--- config.mk ---
export PLATFORM = sky130hd
export DESIGN_NAME = bounded_array_sequence_unit
export DESIGN_NICKNAME = d
export VERILOG_FILES = /design/src/bas_pkg.sv /design/src/bas_ram.sv /design/src/bounded_array_sequence_unit.sv
export SDC_FILE = /design/constraint.sdc
export NUM_CORES = 2
export LEC_CHECK = 0
export ABC_AREA = 0
export BUFFER_PORTS_ARGS = -buffer_cell sky130_fd_sc_hd__buf_4
export CAP_MARGIN = 20
export CELL_PAD_IN_SITES_DETAIL_PLACEMENT = 1
export CELL_PAD_IN_SITES_GLOBAL_PLACEMENT = 2
export CORE_ASPECT_RATIO = 0.7
export CORE_MARGIN = 1.5
export CORE_UTILIZATION = 30
export CTS_BUF_LIST = sky130_fd_sc_hd__clkbuf_8
export CTS_CLUSTER_SIZE = 12
export DETAILED_ROUTE_END_ITERATION = 10
export PLACE_DENSITY = 0.65
export SETUP_SLACK_MARGIN = 0.02
export SYNTH_ARGS = -nofsm -noshare
export SYNTH_HDL_FRONTEND = slang
export SYNTH_SLANG_ARGS = --single-unit
--- constraint.sdc ---
create_clock -name clk -period 9.15 [get_ports clk]
set_input_delay 1.83 -clock clk [delete_from_list [all_inputs] [get_ports clk]]
set_output_delay 1.83 -clock clk [all_outputs]
set_load 0.03 [all_outputs]
--- src/bas_pkg.sv ---
// ----------------------------------------------------------------------------
// bas_pkg: shared types for the bounded array sequence unit
// Request and result payloads, request kinds, status codes and sequencer
// states used by the unit and its port checker.
// ----------------------------------------------------------------------------
`default_nettype none

package bas_pkg;

  // Request kinds; code 7 is unused and answers ok with no change
  typedef enum logic [2:0] {
    KIND_APPEND       = 3'd0,
    KIND_READ_AT      = 3'd1,
    KIND_READ_FIRST   = 3'd2,
    KIND_READ_LAST    = 3'd3,
    KIND_REMOVE_FIRST = 3'd4,
    KIND_REMOVE_LAST  = 3'd5,
    KIND_REMOVE_AT    = 3'd6
  } kind_t;

  // Result status codes
  typedef enum logic [1:0] {
    ST_OK    = 2'd0,
    ST_FULL  = 2'd1,
    ST_EMPTY = 2'd2,
    ST_RANGE = 2'd3
  } status_t;

  // Sequencer states
  typedef enum logic [1:0] {
    S_IDLE  = 2'd0,
    S_EXEC  = 2'd1,
    S_READ  = 2'd2,
    S_SHIFT = 2'd3
  } state_t;

  // Capacity register value after reset
  localparam logic [6:0] CAP_RESET = 7'd64;

  typedef struct packed {
    logic [2:0]  kind;
    logic [5:0]  position;
    logic [31:0] new_value;
  } req_t;

  typedef struct packed {
    logic [1:0]  status;
    logic [31:0] read_value;
    logic [6:0]  count;
    logic        is_empty;
    logic        is_full;
  } result_t;

endpackage

`default_nettype wire

--- src/bas_ram.sv ---
// ----------------------------------------------------------------------------
// bas_ram: entry storage
// Single write port, single read port, read data registered.
// ----------------------------------------------------------------------------
`default_nettype none

module bas_ram #(
  parameter int DEPTH     = 64,
  parameter int WORD_BITS = 32,
  parameter int AW        = 6
) (
  input  wire logic                 clk,
  input  wire logic                 we,
  input  wire logic [AW-1:0]        waddr,
  input  wire logic [WORD_BITS-1:0] wdata,
  input  wire logic [AW-1:0]        raddr,
  output logic      [WORD_BITS-1:0] rdata
);

  logic [WORD_BITS-1:0] mem [DEPTH];

  // Write one entry, read one entry per cycle
  always_ff @(posedge clk) begin
    if (we) begin
      mem[waddr] <= wdata;
    end
    rdata <= mem[raddr];
  end

endmodule

`default_nettype wire

--- src/bounded_array_sequence_unit.sv ---
// ----------------------------------------------------------------------------
// bounded_array_sequence_unit: fixed-capacity ordered list of words
// Appends, indexed and end reads, and removals with shift-down compaction.
// ----------------------------------------------------------------------------
// Usage:
//   Request channel: drive req and raise start; the request transfers at a
//   clock edge where start is high and busy is low. busy stays high until
//   the result is issued.
//   Result channel: done pulses for one cycle with result; the receiver
//   takes it in that cycle and cannot stall it.
//   Config: cfg_we writes cfg_wdata into the capacity register; write only
//   while idle. The active limit is min(capacity, DEPTH).
// Sequencing:
//   Append, remove last, rejected requests: finish in S_EXEC; done is registered.
//   Reads: S_EXEC, then S_READ (one registered read of the entry memory).
//   Remove first / remove at: S_EXEC, then S_SHIFT, in which the entry
//   memory's single read and write ports move one entry per cycle.
//   A new request may transfer in the cycle done is high.
// Reset: rst clears the count, the sequencer and sets capacity to 64;
//   entry contents are left as they were.
// ----------------------------------------------------------------------------
`default_nettype none

module bounded_array_sequence_unit #(
  parameter int DEPTH     = 64,
  parameter int WORD_BITS = 32
) (
  input  wire logic             clk,
  input  wire logic             rst,
  input  wire logic             start,
  output logic                  busy,
  input  wire bas_pkg::req_t    req,
  output logic                  done,
  output bas_pkg::result_t      result,
  input  wire logic             cfg_we,
  input  wire logic [6:0]       cfg_wdata
);

  import bas_pkg::*;

  localparam int CW = $clog2(DEPTH + 1);
  localparam int AW = (DEPTH > 1) ? $clog2(DEPTH) : 1;
  localparam int XW = (CW > 7) ? CW : 7;

  state_t               state, state_next;
  kind_t                kind_q;
  logic [5:0]           pos_q;
  logic [WORD_BITS-1:0] val_q;
  logic [CW-1:0]        held, held_next;
  logic [6:0]           capacity;
  logic [CW-1:0]        cursor, cursor_next;
  logic                 pend, pend_next;
  logic [AW-1:0]        wr_addr, wr_addr_next;
  logic                 finish;
  result_t              result_next;

  logic                 we;
  logic [AW-1:0]        waddr, raddr;
  logic [WORD_BITS-1:0] wdata, rdata;

  logic [XW-1:0]        held_x, hn_x, pos_x, cap_x;
  logic [CW-1:0]        held_m1;
  logic                 held_z, pos_ge, full_now, full_next, more;
  status_t              ex_status, res_status;
  logic                 ex_reject;

  // Entry storage
  bas_ram #(
    .DEPTH     (DEPTH),
    .WORD_BITS (WORD_BITS),
    .AW        (AW)
  ) u_ram (
    .clk   (clk),
    .we    (we),
    .waddr (waddr),
    .wdata (wdata),
    .raddr (raddr),
    .rdata (rdata)
  );

  // Common compares
  assign held_x    = XW'(held);
  assign hn_x      = XW'(held_next);
  assign pos_x     = XW'(pos_q);
  assign cap_x     = XW'(capacity);
  assign held_m1   = held - 1'b1;
  assign held_z    = (held == '0);
  assign pos_ge    = (pos_x >= held_x);
  assign full_now  = (held_x >= cap_x) || (held_x >= XW'(DEPTH));
  assign full_next = (hn_x >= cap_x) || (hn_x >= XW'(DEPTH));
  assign more      = (cursor < held);
  assign busy      = (state != S_IDLE);

  // Decode the request against the current count
  always_comb begin
    ex_status = ST_OK;
    unique case (kind_q) inside
      KIND_APPEND: begin
        if (full_now) ex_status = ST_FULL;
      end
      KIND_READ_AT: begin
        if (pos_ge) ex_status = ST_RANGE;
      end
      KIND_READ_FIRST, KIND_READ_LAST, KIND_REMOVE_FIRST, KIND_REMOVE_LAST: begin
        if (held_z) ex_status = ST_EMPTY;
      end
      KIND_REMOVE_AT: begin
        if (held_z) ex_status = ST_EMPTY;
        else if (pos_ge) ex_status = ST_RANGE;
      end
      default: ;
    endcase
  end
  assign ex_reject = (ex_status != ST_OK);

  // Next state
  always_comb begin
    state_next = state;
    unique case (state)
      S_IDLE: begin
        if (start) state_next = S_EXEC;
      end
      S_EXEC: begin
        if (ex_reject) begin
          state_next = S_IDLE;
        end else begin
          unique case (kind_q) inside
            KIND_READ_AT, KIND_READ_FIRST, KIND_READ_LAST: state_next = S_READ;
            KIND_REMOVE_FIRST, KIND_REMOVE_AT:             state_next = S_SHIFT;
            default:                                       state_next = S_IDLE;
          endcase
        end
      end
      S_READ: state_next = S_IDLE;
      S_SHIFT: begin
        if (!more && !pend) state_next = S_IDLE;
      end
      default: state_next = S_IDLE;
    endcase
  end

  // Datapath control and memory ports
  always_comb begin
    held_next    = held;
    cursor_next  = cursor;
    pend_next    = pend;
    wr_addr_next = wr_addr;
    we           = 1'b0;
    waddr        = wr_addr;
    wdata        = rdata;
    raddr        = '0;
    finish       = 1'b0;
    res_status   = ST_OK;
    unique case (state)
      S_IDLE: ;
      S_EXEC: begin
        res_status = ex_status;
        if (ex_reject) begin
          finish = 1'b1;
        end else begin
          unique case (kind_q) inside
            KIND_APPEND: begin
              we        = 1'b1;
              waddr     = held[AW-1:0];
              wdata     = val_q;
              held_next = held + 1'b1;
              finish    = 1'b1;
            end
            KIND_READ_AT:    raddr = pos_x[AW-1:0];
            KIND_READ_FIRST: raddr = '0;
            KIND_READ_LAST:  raddr = held_m1[AW-1:0];
            KIND_REMOVE_FIRST: begin
              cursor_next = CW'(1);
              pend_next   = 1'b0;
            end
            KIND_REMOVE_AT: begin
              cursor_next = CW'(pos_x + 1'b1);
              pend_next   = 1'b0;
            end
            KIND_REMOVE_LAST: begin
              held_next = held_m1;
              finish    = 1'b1;
            end
            default: finish = 1'b1;
          endcase
        end
      end
      S_READ: finish = 1'b1;
      S_SHIFT: begin
        // Read the next entry up while writing the previous one down
        if (more) begin
          raddr        = cursor[AW-1:0];
          cursor_next  = cursor + 1'b1;
          wr_addr_next = cursor[AW-1:0] - 1'b1;
          pend_next    = 1'b1;
        end else begin
          pend_next = 1'b0;
        end
        if (pend) begin
          we    = 1'b1;
          waddr = wr_addr;
          wdata = rdata;
        end
        if (!more && !pend) begin
          held_next = held_m1;
          finish    = 1'b1;
        end
      end
      default: ;
    endcase
  end

  // Result fields
  always_comb begin
    result_next.status     = res_status;
    result_next.read_value = (state == S_READ) ? 32'(rdata) : 32'd0;
    result_next.count      = hn_x[6:0];
    result_next.is_empty   = (held_next == '0);
    result_next.is_full    = full_next;
  end

  // Control registers
  always_ff @(posedge clk) begin
    if (rst) begin
      state    <= S_IDLE;
      held     <= '0;
      capacity <= CAP_RESET;
      cursor   <= '0;
      pend     <= 1'b0;
      done     <= 1'b0;
    end else begin
      state  <= state_next;
      held   <= held_next;
      cursor <= cursor_next;
      pend   <= pend_next;
      done   <= finish;
      if (cfg_we) begin
        capacity <= cfg_wdata;
      end
    end
  end

  // Payload registers
  always_ff @(posedge clk) begin
    if (start && !busy) begin
      kind_q <= kind_t'(req.kind);
      pos_q  <= req.position;
      val_q  <= WORD_BITS'(req.new_value);
    end
    wr_addr <= wr_addr_next;
    if (finish) begin
      result <= result_next;
    end
  end

endmodule

`default_nettype wire

==> impl_table.tex <==
\begin{tabular}{lr}
\hline
Metric & Value \\
\hline
\multicolumn{2}{l}{\textbf{Status}} \\
Outcome & finished clean \\
\multicolumn{2}{l}{\textbf{Clock tree}} \\
Deepest level of the CTS H-tree & 5 \\
CTS tree & yes \\
Clock net sink count & $\sim$2200 \\
Clock buffer depth & 4 \\
Cts-stage hold buffer count & 0 \\
Root Buffer & clkbuf\_8 \\
Total CTS buffers & 346 \\
Post CTS Setup Buffer Count & 0 \\
Insertion delay of the later-clocked pin in the worst-skew pair & 1.01 ns \\
Gates resized, CTS repair & 0 \\
Clock slew seen by the registers of the worst setup and hold paths & 0.06 ns \\
\multicolumn{2}{l}{\textbf{Synthesis}} \\
Most frequent cell after synthesis & edfxtp\_1 \\
Number of warning messages in the yosys log & 0 \\
Area leader, netlist & edfxtp\_1 \\
Async SR Flop Fraction & 0 \\
Syn\_nets & 5155 \\
Synth unique cells & slightly below 70 \\
Top cell type's share of synthesized area & 0.752 \\
Commonest cells in the synthesized netlist & edfxtp\_1 (2138), mux2i\_1 (795), nand2\_1 (399) \\
Largest cells by area after synthesis & edfxtp\_1 (75\%), mux2i\_1 (9.3\%), a221oi\_1 (2.3\%) \\
Synthesized instance count & 5072 \\
Share of synthesized area occupied by flip-flops and latches & 0.766 \\
Top FF cell, synth & edfxtp\_1 \\
Mean instance size in the synthesized netlist & about 17 µm² \\
Number of synthesized flops with an enable pin & 2138 \\
\#FFs+latches synth & 2195 \\
Combined area of all synthesized cells & 85300 µm² \\
\multicolumn{2}{l}{\textbf{Min path}} \\
Hold Startpoint & cap\_x[4] \\
Worst hold path stage count & 2 \\
Tightest Hold Check Type & reg2reg \\
Endpoint of the worst hold-timing path & cap\_x[4] \\
\multicolumn{2}{l}{\textbf{Timing}} \\
Period utilization & 0.672 \\
Post-route minimum period & 6.15 ns \\
Final setup viols & 0 \\
Final hold vios & 0 \\
Normalized max-slew margin & 0.238 \\
RSZ-0062 raised after global routing & no \\
Measured slew at the worst slew-check pin & 1.14 ns \\
Post-route setup TNS & 0 ns \\
Setup skew after layout & 0.0625 ns \\
Number of max-slew violations in the final report & 0 \\
Max Fclk & about 0.16 GHz \\
\multicolumn{2}{l}{\textbf{Drt}} \\
First DRT Iteration DRCs & 5078 \\
Via count & 49300 \\
Number of nets with antenna violations after routing & 0 \\
Total iterations of the first detailed-routing run & 5 \\
Vias per inst & between 5 and 6 \\
DRC Markers & 0 \\
Total Wirelength & 268000 µm \\
Mean routed wirelength per cell & 28.4 µm \\
\multicolumn{2}{l}{\textbf{Worst setup path}} \\
Critical path cell sequence & inv\_1 > ha\_1 > and4b\_1 > o21ai\_0 > o32a\_1 > o21ai\_1 > and2\_4 > buf\_12 > buf\_12 > mux2i\_1 > o22ai\_1 > nor4\_2 > o221ai\_1 \\
Cell with the biggest individual delay on the critical path & and2\_4 \\
Path depth of the worst reg2reg path & 13 \\
Minimum setup slack among reg-to-reg paths & 3.00 ns \\
Startpoint class of the critical path & flop \\
Largest incremental delay on the critical path & 0.88 ns \\
Maximum net fanout on the critical path & just over 100 \\
Critical path class & reg2reg \\
Kind of end point of the critical path & flop \\
Reg-to-reg startpoint & held[5] \\
Worst EP required & 9.99 ns \\
Most common cell type on the critical path & buf\_12 \\
Reg2reg end & u\_ram.rdata[29] \\
WP data arrival & between 6 and 7 ns \\
\multicolumn{2}{l}{\textbf{GRT}} \\
Vias in the first global route & about 50000 \\
Overall global routing resource usage & 0.182 \\
Grt ovf & 0 \\
Antenna violations before repair & 6 \\
Maximum number of pins on one net before global-route repair & approximately 130 \\
First-pass GRT wire length & 380000 µm \\
\multicolumn{2}{l}{\textbf{Die}} \\
Number of placement rows & roughly 160 \\
Top Ports & 97 \\
Area enclosed by the die boundary & approximately 290000 µm² \\
Placeable Area & 282000 µm² \\
Chip Width & 641 µm \\
Overall die height & between 400 and 500 µm \\
Initial core utilization & 0.302 \\
\multicolumn{2}{l}{\textbf{Power}} \\
VDD IR-drop max & 0.130 mV \\
Leakage & around 37 nW \\
Power per standard cell area & 201 nW/µm² \\
\multicolumn{2}{l}{\textbf{Finish}} \\
Layout cell share with drive strength beyond 1 & 0.142 \\
Post-layout instance count excluding filler cells & 9426 \\
Net count reported at finish & 5442 \\
Synthesis-to-finish area growth & 14.6\% \\
\multicolumn{2}{l}{\textbf{Placed design}} \\
Hpwl dp & 152000 µm \\
Cell Count Post-Placement & 8800 \\
Number of buffers inserted by port buffering & 96 \\
Final Wtd Congestion & 0.792 \\
\multicolumn{2}{l}{\textbf{Job}} \\
Max\_cap viols & 0 \\
\hline
\end{tabular}
-- per-stage QoR --
stage / instance area [µm²] / hold slack [ns] / setup slack [ns] / total power, mW / util
final: 97800 / 0.503 / 3.00 / 19.6 / 0.346
after global routing: 97800 / 0.541 / 2.81 / 20.2 / 0.346
after CTS: 97600 / 0.514 / 3.05 / 19.8 / 0.346
after detailed placement: 91300 / 0.500 / 3.09 / 12.0 / 0.323
after global placement: 91200 / 0.472 / 2.61 / 12.0 / 0.323
after floorplan: 85300 / 0.460 / 4.61 / 11.7 / -
-- sequential cells by signal, indices dropped and copies added, names as in the netlist --
name         flops
pos_q            6
done             1
val_q           32
result          43
pend             1
cap_x            7
cursor           7
state            2
wr_addr          6
u_ram.rdata     32
u_ram.mem     2048
held             7
kind_q           3
-- report_power, final --
group	total [mW]	internal, mW	switching (mW)
logic	0.610	0.155	0.455
clock network	7.87	3.93	3.94
registers	11.2	11.1	0.0415
total	19.6	15.2	4.44
-- critical path: cells and delay by family (launching register included) --
kind | cells | cell delay (ns)
multiplexers | 1 | 0.28
AO/OA/AOI/OAI | 5 | 1.10
buffers and inverters | 3 | 1.43
flip-flops | 1 | 0.64
adder cells (fa/ha/maj) | 1 | 0.37
AND/OR/NAND/NOR | 3 | 1.90
-- area by class of cell --
| type | count | area [µm²] |
|---|---|---|
| fillers | 28700 | 185000 |
| flip-flops and latches | 2195 | 65300 |
| multi-input cells | 2532 | 19000 |
| clock buffers | 373 | 5130 |
| well taps | 3795 | 4750 |
| repair buffers | 256 | 2210 |
| clock inverters | 242 | 1190 |
| inverters | 28 | 105 |
| diodes | 5 | 12.5 |
-- metal layers --
layer  GRT usage  part of all wire
met5           0                 0
met4      0.0393             0.019
met3      0.0305             0.064
met2       0.268              0.44
met1       0.279              0.48
-- worst max path at each step --
stage,end,start,slack [ns]
finish,u_ram.rdata[29],held[5],3.00
global route,u_ram.rdata[2],held[5],2.81
CTS,u_ram.rdata[29],held[5],3.05
detailed placement,u_ram.rdata[29],held[5],3.09
global placement,u_ram.rdata[29],held[5],2.61
floorplan,u_ram.mem[63][0],held[0],4.61
-- layout by cell type, fill, tap and decap left out, drive strengths merged, types with 130 or more instances in the layout --
cell	instances
inv	167
edfxtp	2138
a21oi	256
clkbuf	373
nor4	130
o22ai	294
a221oi	224
buf	256
mux2i	795
nand2	400
-- logic make-up (layout without fill, tap and decap cells) --
logic type	count (synthesis)	in the layout	share of synthesized area
multiplexers	795	795	0.0932
buffers and inverters	345	899	0.0200
flip-flops	2195	2195	0.766
XOR/XNOR	18	18	0.00185
AND/OR/NAND/NOR	761	761	0.0408
AO/OA/AOI/OAI	927	927	0.0740
adder cells (fa/ha/maj)	31	31	0.00454
other	0	5	0
Note: power is estimated with default switching activity, not from simulation.
